==> config.mk <==
export PLATFORM = sky130hd
export DESIGN_NAME = utf8_stream_validate_escape
export DESIGN_NICKNAME = d
export VERILOG_FILES = /design/src/rtl/core/u8ve_pkg.sv /design/src/rtl/core/u8ve_front.sv /design/src/rtl/core/u8ve_jobq.sv /design/src/rtl/core/u8ve_back.sv /design/src/rtl/core/utf8_stream_validate_escape.sv
export VERILOG_INCLUDE_DIRS = /design/src /design/src/rtl/core
export SDC_FILE = /design/constraint.sdc
export NUM_CORES = 1
export LEC_CHECK = 0
export BUFFER_PORTS_ARGS = -buffer_cell sky130_fd_sc_hd__buf_2
export CORE_ASPECT_RATIO = 0.5
export CORE_UTILIZATION = 61
export DETAILED_ROUTE_END_ITERATION = 10
export PLACE_DENSITY = 0.79
export SLEW_MARGIN = 40
export SYNTH_ARGS = -nofsm -noshare
export SYNTH_HDL_FRONTEND = slang
export SYNTH_SLANG_ARGS = --single-unit
==> constraint.sdc <==
create_clock -name clk -period 4.8 [get_ports clk]
set_clock_uncertainty 0.1 [all_clocks]
set_input_delay 0.72 -clock clk [delete_from_list [all_inputs] [get_ports clk]]
set_output_delay 0.72 -clock clk [all_outputs]
set_load 0.03 [all_outputs]
==> src/rtl/core/assert_macros.svh <==
// ----------------------------------------------------------------------------
// Assertion macros
// Shared concurrent assertion forms for the UTF-8 check core.
// ----------------------------------------------------------------------------
`ifndef ASSERT_MACROS_SVH
`define ASSERT_MACROS_SVH

// Checked on every clk edge outside reset.
`define U8VE_ASSERT(lbl, prop, msg) \
  lbl: assert property (@(posedge clk) disable iff (!rst_n) (prop)) else $error(msg);

// Checked on every clk edge, reset included.
`define U8VE_ASSERT_ALWAYS(lbl, prop, msg) \
  lbl: assert property (@(posedge clk) (prop)) else $error(msg);

`endif

==> src/rtl/core/u8ve_pkg.sv <==
// ----------------------------------------------------------------------------
// u8ve_pkg
// Types, constants and helpers shared by the UTF-8 check and escape core.
// ----------------------------------------------------------------------------
package u8ve_pkg;

  // Lead byte tags
  localparam logic [2:0] LEAD2_TAG = 3'h6;   // 110xxxxx
  localparam logic [3:0] LEAD3_TAG = 4'he;   // 1110xxxx
  localparam logic [4:0] LEAD4_TAG = 5'h1e;  // 11110xxx
  localparam logic [1:0] CONT_TAG  = 2'h2;   // 10xxxxxx

  // Escape text characters
  localparam logic [7:0] CH_LT  = 8'h3c;  // '<'
  localparam logic [7:0] CH_BSL = 8'h5c;  // '\'
  localparam logic [7:0] CH_X   = 8'h78;  // 'x'
  localparam logic [7:0] CH_GT  = 8'h3e;  // '>'
  localparam logic [7:0] CH_0   = 8'h30;  // '0'
  localparam logic [7:0] CH_A10 = 8'h57;  // 'a' - 10

  // Job queue
  localparam int QDEPTH = 2;
  localparam int QPTR_W = (QDEPTH > 1) ? $clog2(QDEPTH) : 1;
  localparam int QCNT_W = $clog2(QDEPTH + 1);

  // Output position within one job (max 12 chars)
  localparam int POS_W = 4;

  typedef enum logic {
    JOB_RAW,
    JOB_ESC
  } job_kind_t;

  // One unit of work for the serializer: 1..4 bytes, sent raw or escaped.
  typedef struct packed {
    job_kind_t       kind;
    logic [1:0]      nm1;     // byte count minus one
    logic [3:0][7:0] bytes;   // lead byte at index 0
  } job_t;

  // Number of continuation bytes a lead byte opens, 0 if not a lead byte.
  function automatic logic [1:0] lead_len(input logic [7:0] b);
    logic [1:0] len;
    len = 2'd0;
    if (b[7:5] == LEAD2_TAG) begin
      len = 2'd1;
    end else if (b[7:4] == LEAD3_TAG) begin
      len = 2'd2;
    end else if (b[7:3] == LEAD4_TAG) begin
      len = 2'd3;
    end
    return len;
  endfunction

  // Lowercase hex digit.
  function automatic logic [7:0] hex_char(input logic [3:0] n);
    logic [7:0] c;
    if (n < 4'd10) begin
      c = CH_0 + {4'h0, n};
    end else begin
      c = CH_A10 + {4'h0, n};
    end
    return c;
  endfunction

endpackage

==> src/rtl/core/u8ve_front.sv <==
// ----------------------------------------------------------------------------
// u8ve_front
// Byte intake: tracks open sequences and turns finished ones into jobs.
// ----------------------------------------------------------------------------
`include "assert_macros.svh"

module u8ve_front (
  input  logic            clk,
  input  logic            rst_n,
  input  logic            in_valid,
  input  logic [7:0]      in_byte,
  output logic            in_stall,
  input  logic            q_full,
  output logic            push,
  output u8ve_pkg::job_t  push_job
);
  import u8ve_pkg::*;

  logic [3:0][7:0] seq_r, seq_nxt;
  logic [1:0]      exp_r, exp_nxt;
  logic [1:0]      rcv_r, rcv_nxt;

  logic            take;
  logic [1:0]      idx;
  logic [1:0]      rcv_inc;
  logic [1:0]      len;
  logic [3:0][7:0] merged;
  logic            cont_ok;

  assign in_stall = q_full;
  assign take     = in_valid && !q_full;
  assign idx      = rcv_r + 2'd1;
  assign rcv_inc  = rcv_r + 2'd1;
  assign len      = lead_len(in_byte);

  always_comb begin
    merged      = seq_r;
    merged[idx] = in_byte;
    cont_ok     = 1'b1;
    for (int k = 1; k < 4; k++) begin
      if ((2'(k) <= exp_r) && (merged[k][7:6] != CONT_TAG)) begin
        cont_ok = 1'b0;
      end
    end
  end

  always_comb begin
    seq_nxt        = seq_r;
    exp_nxt        = exp_r;
    rcv_nxt        = rcv_r;
    push           = 1'b0;
    push_job.kind  = JOB_RAW;
    push_job.nm1   = 2'd0;
    push_job.bytes = merged;
    if (take) begin
      if (exp_r == 2'd0) begin
        push_job.bytes[0] = in_byte;
        if (!in_byte[7]) begin
          push = 1'b1;
        end else if (len == 2'd0) begin
          push          = 1'b1;
          push_job.kind = JOB_ESC;
        end else begin
          seq_nxt[0] = in_byte;
          exp_nxt    = len;
          rcv_nxt    = 2'd0;
        end
      end else begin
        seq_nxt = merged;
        rcv_nxt = rcv_inc;
        if (rcv_inc == exp_r) begin
          push          = 1'b1;
          push_job.kind = cont_ok ? JOB_RAW : JOB_ESC;
          push_job.nm1  = exp_r;
          exp_nxt       = 2'd0;
          rcv_nxt       = 2'd0;
        end
      end
    end
  end

  always_ff @(posedge clk) begin
    if (!rst_n) begin
      exp_r <= 2'd0;
      rcv_r <= 2'd0;
    end else begin
      exp_r <= exp_nxt;
      rcv_r <= rcv_nxt;
    end
  end

  always_ff @(posedge clk) begin
    seq_r <= seq_nxt;
  end

  `U8VE_ASSERT(a_rcv_below_exp, (exp_r == 2'd0) ? (rcv_r == 2'd0) : (rcv_r < exp_r), "front: received count out of range")
  `U8VE_ASSERT(a_no_push_when_full, !(push && q_full), "front: push into full queue")

endmodule

==> src/rtl/core/u8ve_jobq.sv <==
// ----------------------------------------------------------------------------
// u8ve_jobq
// Small register queue of jobs between intake and serializer.
// ----------------------------------------------------------------------------
`include "assert_macros.svh"

module u8ve_jobq (
  input  logic            clk,
  input  logic            rst_n,
  input  logic            push,
  input  u8ve_pkg::job_t  push_job,
  output logic            full,
  input  logic            pop,
  output logic            head_valid,
  output u8ve_pkg::job_t  head
);
  import u8ve_pkg::*;

  job_t              entry_r [QDEPTH];
  logic [QPTR_W-1:0] wr_r, wr_nxt;
  logic [QPTR_W-1:0] rd_r, rd_nxt;
  logic [QCNT_W-1:0] cnt_r, cnt_nxt;

  assign full       = (cnt_r == QCNT_W'(QDEPTH));
  assign head_valid = (cnt_r != '0);
  assign head       = entry_r[rd_r];

  always_comb begin
    wr_nxt  = wr_r;
    rd_nxt  = rd_r;
    cnt_nxt = cnt_r;
    if (push) begin
      wr_nxt = (wr_r == QPTR_W'(QDEPTH - 1)) ? '0 : wr_r + 1'b1;
    end
    if (pop) begin
      rd_nxt = (rd_r == QPTR_W'(QDEPTH - 1)) ? '0 : rd_r + 1'b1;
    end
    if (push && !pop) begin
      cnt_nxt = cnt_r + 1'b1;
    end else if (pop && !push) begin
      cnt_nxt = cnt_r - 1'b1;
    end
  end

  always_ff @(posedge clk) begin
    if (!rst_n) begin
      wr_r  <= '0;
      rd_r  <= '0;
      cnt_r <= '0;
    end else begin
      wr_r  <= wr_nxt;
      rd_r  <= rd_nxt;
      cnt_r <= cnt_nxt;
    end
  end

  always_ff @(posedge clk) begin
    if (push) begin
      entry_r[wr_r] <= push_job;
    end
  end

  `U8VE_ASSERT(a_cnt_bound, cnt_r <= QCNT_W'(QDEPTH), "jobq: count above depth")
  `U8VE_ASSERT(a_no_pop_empty, !(pop && !head_valid), "jobq: pop from empty queue")

endmodule

==> src/rtl/core/u8ve_back.sv <==
// ----------------------------------------------------------------------------
// u8ve_back
// Serializer: emits the queue head as output bytes, one per unstalled cycle.
// ----------------------------------------------------------------------------
`include "assert_macros.svh"

module u8ve_back (
  input  logic            clk,
  input  logic            rst_n,
  input  logic            head_valid,
  input  u8ve_pkg::job_t  head,
  output logic            pop,
  output logic            out_valid,
  output logic [7:0]      out_byte,
  output logic            out_run_last,
  input  logic            out_stall
);
  import u8ve_pkg::*;

  logic [POS_W-1:0] pos_r, pos_nxt;
  logic             ov_r, ov_nxt;
  logic [7:0]       ob_r, ob_nxt;
  logic             ol_r, ol_nxt;

  logic             load;
  logic             emit;
  logic [POS_W-1:0] last_pos;
  logic [POS_W-1:0] hex_idx;
  logic [7:0]       hex_src;
  logic [7:0]       ch;
  logic             is_last;

  assign load    = !ov_r || !out_stall;
  assign emit    = load && head_valid;
  assign hex_idx = pos_r - POS_W'(3);
  assign hex_src = head.bytes[hex_idx[2:1]];

  always_comb begin
    if (head.kind == JOB_RAW) begin
      last_pos = {2'b00, head.nm1};
      ch       = head.bytes[pos_r[1:0]];
    end else begin
      // '<' '\' 'x' then two digits per byte then '>'
      last_pos = POS_W'(5) + {1'b0, head.nm1, 1'b0};
      if (pos_r == POS_W'(0)) begin
        ch = CH_LT;
      end else if (pos_r == POS_W'(1)) begin
        ch = CH_BSL;
      end else if (pos_r == POS_W'(2)) begin
        ch = CH_X;
      end else if (pos_r == last_pos) begin
        ch = CH_GT;
      end else begin
        ch = hex_char(hex_idx[0] ? hex_src[3:0] : hex_src[7:4]);
      end
    end
    is_last = (pos_r == last_pos);
  end

  assign pop = emit && is_last;

  always_comb begin
    pos_nxt = pos_r;
    ov_nxt  = ov_r;
    ob_nxt  = ob_r;
    ol_nxt  = ol_r;
    if (emit) begin
      ov_nxt  = 1'b1;
      ob_nxt  = ch;
      ol_nxt  = is_last;
      pos_nxt = is_last ? '0 : pos_r + 1'b1;
    end else if (load) begin
      ov_nxt = 1'b0;
    end
  end

  always_ff @(posedge clk) begin
    if (!rst_n) begin
      pos_r <= '0;
      ov_r  <= 1'b0;
    end else begin
      pos_r <= pos_nxt;
      ov_r  <= ov_nxt;
    end
  end

  always_ff @(posedge clk) begin
    ob_r <= ob_nxt;
    ol_r <= ol_nxt;
  end

  assign out_valid    = ov_r;
  assign out_byte     = ob_r;
  assign out_run_last = ol_r;

  `U8VE_ASSERT(a_pos_in_job, head_valid ? (pos_r <= last_pos) : (pos_r == '0), "back: position past end of job")

endmodule

==> src/rtl/core/utf8_stream_validate_escape.sv <==
// ----------------------------------------------------------------------------
// utf8_stream_validate_escape
// UTF-8 stream check with lowercase hex escapes of bad bytes and sequences.
// ----------------------------------------------------------------------------
// One raw byte is taken per cycle on in_*; text bytes leave on out_*, one per
// cycle, with out_run_last high on the last byte caused by an input item.
// ASCII passes through. A lead byte (110xxxxx, 1110xxxx, 11110xxx) opens a
// sequence of 1..3 continuation bytes; the sequence produces nothing until
// its last byte arrives, then it leaves raw if every continuation byte is
// 10xxxxxx and otherwise as one escape "<\x" + hex pairs + ">". Any other
// byte outside a sequence leaves as "<\xHH>". Overlong forms and surrogates
// are not flagged, and the lead byte itself is not checked. While a sequence
// is open every byte, ASCII included, counts as its next byte.
// Rate: intake sustains one item per cycle as long as the job queue has room;
// the output side is the bottleneck, at one byte per cycle while out_stall is
// low: a passed byte or a valid n-byte sequence yields 1 or n output bytes,
// an escape of n bytes yields 2n+4 (6 for a single bad byte, up to 12). From
// input acceptance to the first output byte a job passes the job queue, then
// the output register. There is no post-reset clearing pass.
// ----------------------------------------------------------------------------
module utf8_stream_validate_escape (
  input  logic       clk,
  input  logic       rst_n,
  // input byte channel
  input  logic       in_valid,
  input  logic [7:0] in_byte,
  output logic       in_stall,
  // output text channel
  output logic       out_valid,
  output logic [7:0] out_byte,
  output logic       out_run_last,
  input  logic       out_stall
);
  import u8ve_pkg::*;

  logic q_full;
  logic push;
  job_t push_job;
  logic pop;
  logic head_valid;
  job_t head;

  // Front: sequence tracking and job building. Stalls only on a full queue.
  u8ve_front u_front (
    .clk      (clk),
    .rst_n    (rst_n),
    .in_valid (in_valid),
    .in_byte  (in_byte),
    .in_stall (in_stall),
    .q_full   (q_full),
    .push     (push),
    .push_job (push_job)
  );

  // Job queue decouples intake from the serializer's bursts.
  u8ve_jobq u_jobq (
    .clk        (clk),
    .rst_n      (rst_n),
    .push       (push),
    .push_job   (push_job),
    .full       (q_full),
    .pop        (pop),
    .head_valid (head_valid),
    .head       (head)
  );

  // Back: walks the head job into the output register, one char per unstalled cycle.
  u8ve_back u_back (
    .clk          (clk),
    .rst_n        (rst_n),
    .head_valid   (head_valid),
    .head         (head),
    .pop          (pop),
    .out_valid    (out_valid),
    .out_byte     (out_byte),
    .out_run_last (out_run_last),
    .out_stall    (out_stall)
  );

endmodule
==> results of run 1 <==
## power groups by stage
stage,registers [mW],logic [mW],clock network (mW)
after detailed placement,1.49,0.963,0
after floorplan,1.53,0.689,0
after CTS,1.47,0.982,1.30
after global placement,1.47,0.924,0
final,1.47,0.993,1.29
after global routing,1.49,1.06,1.35
## routing by layer
metal | share of wire (%) | track usage, %
met2 | 44 | 41.35
met5 | 0 | 0
met4 | 1.1 | 10.06
met1 | 47 | 42.11
met3 | 7.8 | 7.171
## critical path, cell delays in order (launching register included)
cell and delay, ns:
dfxtp_1 0.74, inv_2 0.25, ha_1 0.78, mux4_2 0.41
mux2_4 0.32, ha_1 0.21, nand2_1 0.08, mux2i_1 0.21
a41oi_1 0.16
## cells by family (layout without fill, tap and decap cells)
kind of cell | count (synthesis) | in the layout | share of synthesized area [%]
flops | 125 | 125 | 58.23
compound gates | 52 | 52 | 5.867
fa+ha+maj | 10 | 10 | 2.016
simple gates | 90 | 90 | 7.339
buf+inv | 34 | 71 | 2.923
mux | 85 | 85 | 21.41
xor+xnor | 14 | 14 | 2.218
## state kept, by name, indices dropped and copies added, names as in the netlist, named ones only
| name | cells |
|---|---|
| u_jobq.entry_r | 70 |
| u_jobq.wr_r | 1 |
| u_back.pos_r | 4 |
| u_front.rcv_r | 2 |
| u_front.exp_r | 2 |
| u_jobq.rd_r | 1 |
| u_back.out_run_last | 1 |
| u_back.out_valid | 1 |
| u_jobq.cnt_r | 2 |
| u_front.seq_r | 32 |
| u_back.out_byte | 8 |
## final cells by class
class | count | share of cell area [%]
inverter | 13 | 0.6978
clock inverter | 14 | 2.433
clock buffer | 18 | 6.137
tap | 135 | 2.415
sequential | 125 | 51.69
timing repair buffer | 26 | 2.004
multi-input combinational | 251 | 34.62
## stage by stage
stage / cell area [µm²] / utilization, %
floorplan: 6206 / -
global placement: 6389 / 66.10
detailed placement: 6394 / 66.15
CTS: 6993 / 72.35
global route: 6993 / 72.35
finish: 6993 / 72.35
## synth_stat cells (3+ instances only)
cell type    n  area share [%]
a21boi_0     3            0.36
a21oi_1      9            0.73
a31oi_1      4            0.40
a32oi_1      3            0.42
and2_1       3            0.30
buf_2        3            0.24
clkbuf_1    10            0.60
dfxtp_1     14             4.5
edfxtp_1   111              54
ha_1        10             2.0
inv_1       11            0.67
mux2_2      42             7.6
mux2i_1     11             1.8
mux4_1      11             4.7
mux4_2      15             5.4
mux4_4       3             1.2
nand2_1     24             1.5
nand2b_1     5            0.50
nand3_1     13             1.0
nand4_1      3            0.30
nor2_1      20             1.2
nor2b_1      5            0.50
nor3_1       3            0.24
nor3b_1      5            0.60
o21ai_0      6            0.48
o31ai_1      4            0.48
xnor2_1      8             1.1
xor2_1       4            0.56
## worst min path at each step
stage	start	to
global route	u_back.out_valid$_SDFFE_PN0P_	u_back.out_valid$_SDFFE_PN0P_
finish	u_back.out_valid$_SDFFE_PN0P_	u_back.out_valid$_SDFFE_PN0P_
global placement	u_back.out_valid$_SDFFE_PN0P_	u_back.out_valid$_SDFFE_PN0P_
floorplan	u_jobq.rd_r$_SDFFE_PN0P_	flip-flop
detailed placement	u_jobq.rd_r$_SDFFE_PN0P_	flip-flop
CTS	u_jobq.rd_r$_SDFFE_PN0P_	flip-flop
==> flow_summary_export.csv, run 1 <==
group,metric,value,unit
clocking,numCtsBuffers,17,
setup_path,cp_max_fo,16,
timing,post-route-period-util,73.98,%
timing,setup_viol_count_final,0,
synthesis,yosysWarningCount,0,
min_path,min_path_cells,2,
synthesis,yosys_register_bits,125,
timing,timing.final.ws_setup,1.249,ns
drt,routed_via_density,6.495,
pwr,switching_share,30.94,%
clocking,postCtsSetupBuffers,0,
placement,io_buffers,22,
clocking,cts_resized,0,
synthesis,netlist_instances,410,
synthesis,netlist_area,6206,µm²
setup_path,r2r-end,"u_back.out_byte[2]$_DFFE_PP_",
timing,finalHoldViolCount,0,
clocking,cts_sinks,125,
clocking,htree_levels,4,
setup_path,required,4.81,ns
global_route,grt.overflow.total,0,
outcome,status,"completed",
drt,drc,0,
layout,ff_latch_area,3615,µm²
synthesis,syn_nets,432,
pwr,power_frac_seq,39.1,%
pwr,p_total,3.754,mW
timing,fmax,0.2816,GHz
drt,via_count,3780,
timing,slew_viol_final,0,
timing,tightest_slew,0.7969,ns
pwr,power_switching,1.161,mW
synthesis,ys_types,63,
layout,final.fill_count,587,
die,top_level_ports,23,
pwr,internal-power,2.592,mW
global_route,grt_pass1_vias,3664,
drt,drtIter0Drc,464,
placement,gp_congestion,0.8876,
layout,multi_input_area,2421,µm²
layout,instances_no_fill,582,
placement,dpl.hpwl,9.088,mm
die,core_region_area,9666,µm²
layout,layout-drive-gt1-share,28.64,%
pwr,ir_drop,0.2602,mV
setup_path,crit_arrival,3.57,ns
placement,post-place-ws,1.329,ns
synthesis,synth-seq-area-share,58.23,%
clocking,cts_tree,"done",
layout,final_common_cell,"edfxtp_1",
layout,final_nets,456,
synthesis,synthArstFlopShare,0,%
setup_path,r2r_cells,8,
layout,mostFrequentLayoutCells,"edfxtp_1 (111), mux2_2 (42), nand2_1 (24)",
timing,slew_headroom,46.88,%
synthesis,synth_ff_type,"edfxtp_1",
setup_path,crit_path_end_kind,"flip-flop",
die,start_util,64.21,%
clocking,clk_transition_reported_paths,0.05,ns
pwr,clkPwrFrac,34.4,%
pwr,power_leakage,2.377,nW
synthesis,syn_avg_cell_area,15.14,µm²
global_route,grt_util_all_layers,28.48,%
timing,tns,0,ns
min_path,holdCritPathClass,"flip-flop to flip-flop",
clocking,cts.path.max_buffers,2,
global_route,grt_pass1_wl,20.81,mm
synthesis,synth_edf_count,111,
drt,ant_nets,0,
setup_path,path_class,"flip-flop to flip-flop",
setup_path,endpoint,"u_back.out_byte[2]$_DFFE_PP_",
global_route,antenna_found_initial,0,
setup_path,r2r-start,"u_back.pos_r[1]$_SDFFE_PN0P_",
die,die_w,144.6,µm
layout,diodes,0,
pwr,combPwrFrac,26.4,%
drt,finalWirelength,13.75,mm
timing,holdWs,0.3824,ns
clocking,clock_tree.root_cell,"clkbuf_16",
timing,rsz0062_at_grt,"false",
timing,fin_crit,3.551,ns
die,die_y,73.32,µm
die,row_count,25,
setup_path,reg2reg_slack,1.25,ns
pwr,powerDensity,536.8,nW/µm²
clocking,clk_latency,0.42,ns
placement,placedCellCount,550,
die,dieArea,10610,µm²
drt,drt_first_pass_iters,5,
drt,wl_per_cell,23.63,µm
clocking,cts_hold_buf,0,
setup_path,cp-start-kind,"flip-flop",
global_route,grt_max_degree,37,
setup_path,startpoint,"u_back.pos_r[1]$_SDFFE_PN0P_",
job,max-cap-violations,0,
layout,area_growth,12.68,%
Note: power is estimated with default switching activity, not from simulation.
==> run 2: changes to the inputs <==
Settings changed: CORE_UTILIZATION 61 to 56, PLACE_DENSITY 0.79 to 0.76.
Clock period 4.8 ns to 3.24 ns, I/O delays scaled along.
==> flow_summary_export.csv, run 2 (synthesis gave the netlist of run 1 again) <==
group,metric,value,unit
global_route,antenna_found_initial,0,
timing,slew_viol_final,0,
drt,ant_nets,0,
clocking,clock_tree.root_cell,"clkbuf_16",
setup_path,crit_buf_inv,1,
setup_path,crit_path_frequent_cell,"ha_1",
clocking,cts_sinks,125,
min_path,hp-start,"out_stall",
setup_path,r2r_cells,9,
placement,gp_congestion,0.8812,
timing,finalHoldViolCount,0,
die,top_level_ports,23,
placement,io_buffers,22,
die,core_region_area,10480,µm²
job,max-cap-violations,0,
layout,area_growth,15.18,%
setup_path,cpPeakStageDelay,0.51,ns
clocking,cts_tree,"done",
setup_path,path_cells,"inv_1 -> ha_1 -> nor2_1 -> nand2_1 -> o211ai_1 -> o211a_1 -> ha_1 -> or3_1 -> a21boi_0",
pwr,power_leakage,2.462,nW
setup_path,crit_path_end_kind,"flip-flop",
min_path,whs_endpoint,"u_back.out_valid$_SDFFE_PN0P_",
layout,final.fill_count,666,
global_route,grt.overflow.total,0,
clocking,cts_hold_buf,0,
timing,tightest_slew,0.5990,ns
global_route,grt-busiest-layer,"met1",
layout,layout-drive-gt1-share,30.07,%
global_route,grtUsageMet1,38.79,%
setup_path,reg2reg_slack,0.36,ns
setup_path,cp_top_family,"adder cells",
die,start_util,59.25,%
pwr,p_total,5.741,mW
layout,mostFrequentLayoutCells,"edfxtp_1 (111), mux2_2 (42), nand2_1 (24)",
setup_path,required,3.46,ns
clocking,postCtsSetupBuffers,0,
die,row_count,26,
placement,dpl.hpwl,9.232,mm
drt,drt_first_pass_iters,7,
layout,final_common_cell,"edfxtp_1",
timing,fmax,0.3475,GHz
global_route,grt_pass1_vias,3722,
global_route,grt_util_all_layers,25.55,%
die,die_y,76.44,µm
layout,top_register,"u_jobq.entry_r",
setup_path,cp_max_fo,9,
drt,via_count,3854,
global_route,grt_util_met2,35.28,%
timing,holdWs,0.2671,ns
layout,final_nets,468,
global_route,grtUsageMet3,8.323,%
clocking,clk_transition_reported_paths,0.06,ns
setup_path,cp_slowest_cell,"dfxtp_1",
timing,rsz0062_at_grt,"false",
clocking,htree_levels,4,
layout,largest_reg_flops,70,
timing,setup_viol_count_final,0,
die,dieArea,11530,µm²
drt,drc,0,
global_route,grt_pass1_wl,21.11,mm
setup_path,r2r-end,"u_jobq.cnt_r[1]$_SDFFE_PN0P_",
global_route,grt_max_degree,37,
min_path,holdCritPathClass,"input pin to flip-flop",
setup_path,r2r-start,"u_front.rcv_r[0]$_SDFFE_PN0P_",
min_path,min_path_cells,3,
outcome,status,"completed",
setup_path,cp-start-kind,"flip-flop",
drt,wl_per_cell,22.54,µm
clocking,clk_latency,0.41,ns
clocking,cts.path.max_buffers,2,
drt,drtIter0Drc,400,
layout,multi_input_area,2422,µm²
die,die_w,150.9,µm
setup_path,path_class,"flip-flop to flip-flop",
pwr,powerDensity,803.2,nW/µm²
clocking,numCtsBuffers,17,
timing,post-route-period-util,88.81,%
layout,ff_latch_area,3615,µm²
setup_path,crit_arrival,3.10,ns
clocking,cts_resized,0,
pwr,ir_drop,0.5074,mV
timing,tns,0,ns
drt,routed_via_density,6.423,
timing,fin_crit,2.878,ns
drt,finalWirelength,13.52,mm
timing,slew_headroom,59.73,%
==> run 2: cell types whose count changed in the layout (fill, tap and decap cells not counted), sizes merged <==
cell	previous run	this run
clkinvlp	3	1
buf	26	38
inv	13	12
diode	0	1
bufinv	3	5
clkbuf	18	19
==> run 2: layout make-up <==
class	count	share of cell area [%]
sequential	125	50.57
multi-input combinational	251	33.89
clock buffer	19	6.056
timing repair buffer	38	3.571
clock inverter	13	2.748
tap	140	2.451
inverter	13	0.6827
antenna	1	0.03501
==> run 2: how the worst max path moves through the flow <==
stage                                   from                        endpoint  slack [ns]  cells past startpoint
2_1_floorplan  u_front.rcv_r[0]$_SDFFE_PN0P_  u_jobq.entry_r[0][0]$_DFFE_PP_        0.34                      7
3_3_place_gp    u_back.pos_r[1]$_SDFFE_PN0P_    u_back.out_byte[2]$_DFFE_PP_        0.55                      8
3_5_place_dp   u_front.rcv_r[0]$_SDFFE_PN0P_    u_jobq.cnt_r[1]$_SDFFE_PN0P_        0.44                      9
4_1_cts        u_front.rcv_r[0]$_SDFFE_PN0P_    u_jobq.cnt_r[1]$_SDFFE_PN0P_        0.42                      9
5_1_grt        u_front.rcv_r[0]$_SDFFE_PN0P_    u_jobq.cnt_r[1]$_SDFFE_PN0P_        0.10                      9
6_report       u_front.rcv_r[0]$_SDFFE_PN0P_    u_jobq.cnt_r[1]$_SDFFE_PN0P_        0.36                      9
==> run 2: worst reg2reg max path, cell delays in order, from the launching register on <==
cell and delay [ns]:
dfxtp_1 0.51, inv_1 0.16, ha_1 0.41, nor2_1 0.18, nand2_1 0.07, o211ai_1 0.12
o211a_1 0.32, ha_1 0.31, or3_1 0.38, a21boi_0 0.23
==> run 2: stage by stage <==
stage	cells	instance area, µm²	setup slack (ns)	util [%]
floorplan	410	6208	0.3406	-
detailed placement	567	6510	0.4357	62.15
CTS	599	7139	0.4177	68.16
finish	600	7148	0.3625	68.24
global route	599	7146	0.1036	68.22
global placement	567	6510	0.5507	62.15
==> run 2: routing by layer <==
metal	up-vias	part of all wire [%]
li1	1693	-
met1	1942	45
met2	205	43
met5	-	0
met4	0	0.82
met3	14	11
==> run 2: power breakdown <==
group / leakage, nW / switching [mW] / internal, mW
clock network: 0.303 / 0.678 / 1.35
logic: 1.02 / 0.916 / 0.648
registers: 1.14 / 0.107 / 2.04
total: 2.46 / 1.70 / 4.04
==> run 3: changes to the inputs <==
Settings changed: CORE_UTILIZATION 56 to 61, PLACE_DENSITY 0.76 to 0.79.
Clock period 3.24 ns to 2.9 ns, I/O delays scaled along.
==> flow_summary_export.csv, run 3 (synthesis gave the netlist of run 1 again) <==
group,metric,value,unit
outcome,status,"completed",
layout,stdcell_area,7152,µm²
setup_path,path_class,"flip-flop to flip-flop",
job,max-cap-violations,0,
min_path,hp-start,"out_stall",
timing,holdWs,0.1965,ns
die,row_count,25,
drt,drc,0,
timing,tns,0,ns
setup_path,r2r_cells,8,
placement,placedCellCount,567,
die,dieArea,10610,µm²
die,start_util,64.21,%
timing,rsz0062_at_grt,"false",
clocking,cts_sinks,125,
setup_path,crit_arrival,2.98,ns
clocking,clock_tree.root_cell,"clkbuf_16",
setup_path,cp_max_fo,6,
clocking,cts_resized,0,
min_path,min_path_cells,3,
placement,gp_congestion,0.9047,
clocking,numCtsBuffers,17,
drt,routed_via_density,6.533,
layout,final_nets,473,
setup_path,reg2reg_slack,0.06,ns
clocking,cts_tree,"done",
layout,final_common_cell,"edfxtp_1",
drt,drt_first_pass_iters,5,
placement,dpl.hpwl,9.437,mm
global_route,grt_max_degree,37,
global_route,grt_util_all_layers,29.50,%
layout,instances_no_fill,598,
global_route,grt.overflow.total,0,
clocking,postCtsSetupBuffers,0,
layout,top_register,"u_jobq.entry_r",
min_path,holdCritPathClass,"input pin to flip-flop",
global_route,antenna_found_initial,0,
pwr,power_leakage,2.448,nW
timing,post-route-period-util,98.04,%
setup_path,r2r-end,"u_back.out_byte[1]$_DFFE_PP_",
setup_path,crit_path_end_kind,"flip-flop",
setup_path,cp-start-kind,"flip-flop",
drt,via_count,3907,
die,die_y,73.32,µm
clocking,cts.path.max_buffers,2,
drt,finalWirelength,14.06,mm
setup_path,cpPeakStageDelay,0.54,ns
timing,finalHoldViolCount,0,
die,core_region_area,9666,µm²
clocking,cts_hold_buf,0,
layout,mostFrequentLayoutCells,"edfxtp_1 (111), mux2_2 (42), nand2_1 (24)",
timing,slew_headroom,55.75,%
drt,wl_per_cell,23.51,µm
setup_path,path_cells,"ha_4 -> xor2_2 -> mux4_2 -> mux2_4 -> ha_1 -> a31o_1 -> a31o_1 -> o21ai_1",
layout,area_growth,15.24,%
global_route,grt_pass1_vias,3859,
setup_path,r2r-start,"u_back.pos_r[1]$_SDFFE_PN0P_",
layout,diodes,0,
timing,fin_crit,2.843,ns
setup_path,required,3.04,ns
die,die_w,144.6,µm
timing,fmax,0.3517,GHz
drt,ant_nets,0,
clocking,clk_transition_reported_paths,0.05,ns
clocking,clk_latency,0.42,ns
placement,dpl_cell_area,6554,µm²
placement,io_buffers,22,
setup_path,crit_path_frequent_cell,"a31o_1",
layout,final.fill_count,573,
min_path,whs_endpoint,"u_back.out_valid$_SDFFE_PN0P_",
layout,largest_reg_flops,70,
timing,tightest_slew,0.6581,ns
die,top_level_ports,23,
clocking,htree_levels,4,
timing,slew_viol_final,0,
timing,setup_viol_count_final,0,
pwr,powerDensity,874.8,nW/µm²
setup_path,cp_slowest_cell,"mux4_2",
layout,layout-drive-gt1-share,31.97,%
global_route,grt_pass1_wl,21.70,mm
drt,drtIter0Drc,528,
pwr,ir_drop,0.5140,mV
[run 3: cell types whose count changed in the layout (fill, tap and decap cells not counted), moves of 2 or more]
cell,delta
bufinv_16,-3
buf_4,+4
ha_1,-2
clkbuf_1,-2
ha_4,+2
inv_6,+2
clkinvlp_4,+3
[run 3: metal layers]
layer	vias up	track usage, %	part of all wire (%)
met5	-	0	0
met4	0	9.591	1.4
met3	26	8.279	11
met2	258	44.66	45
met1	1924	41.84	43
li1	1699	-	-
[run 3: layout make-up]
cell class                 instances  area [µm²]  share of cell area (%)
tap                              135       168.9                   2.362
sequential                       125        3616                   50.56
clock buffer                      17       425.4                   5.948
clock inverter                    14       146.4                   2.047
timing repair buffer              43       305.3                   4.269
multi-input combinational        251        2441                   34.13
inverter                          13       48.80                  0.6823
[run 3: metrics by stage]
| stage | worst slack, ns | power [mW] | util [%] |
|---|---|---|---|
| finish | 0.05688 | 6.256 | 73.99 |
| global route | 0.02210 | 6.488 | 73.99 |
| CTS | 0.03441 | 6.202 | 73.72 |
| detailed placement | 0.08339 | 4.152 | 67.81 |
| global placement | 0.2531 | 4.053 | 67.81 |
| floorplan | 0.0006419 | 3.667 | - |
[run 3: worst max path at each step]
stage                                  start                        endpoint  slack (ns)  cells after the start
2_1_floorplan  u_front.rcv_r[0]$_SDFFE_PN0P_  u_jobq.entry_r[0][0]$_DFFE_PP_      0.0006                      7
3_3_place_gp   u_front.rcv_r[0]$_SDFFE_PN0P_    u_jobq.cnt_r[1]$_SDFFE_PN0P_        0.25                      9
3_5_place_dp    u_back.pos_r[1]$_SDFFE_PN0P_    u_back.out_byte[1]$_DFFE_PP_        0.08                      8
4_1_cts         u_back.pos_r[1]$_SDFFE_PN0P_    u_back.out_byte[2]$_DFFE_PP_        0.03                      8
5_1_grt         u_back.pos_r[1]$_SDFFE_PN0P_    u_back.out_byte[1]$_DFFE_PP_        0.02                     10
6_report        u_back.pos_r[1]$_SDFFE_PN0P_    u_back.out_byte[1]$_DFFE_PP_        0.06                      8
[run 3: worst max-delay path: cells and delay by family (launching register included)]
| kind | cells | cell delay [ns] |
|---|---|---|
| adders and majority gates | 2 | 0.53 |
| xor gates and xnor gates | 1 | 0.22 |
| AOI/OAI and AO/OA | 3 | 0.50 |
| DFF | 1 | 0.47 |
| muxes | 2 | 0.86 |
[run 3: power by group]
| group | leakage (nW) | switching, mW | internal (mW) |
|---|---|---|---|
| Combinational | 1.04 | 1.06 | 0.760 |
| Sequential | 1.14 | 0.121 | 2.28 |
| Clock | 0.267 | 0.786 | 1.26 |
| Total | 2.45 | 1.96 | 4.29 |
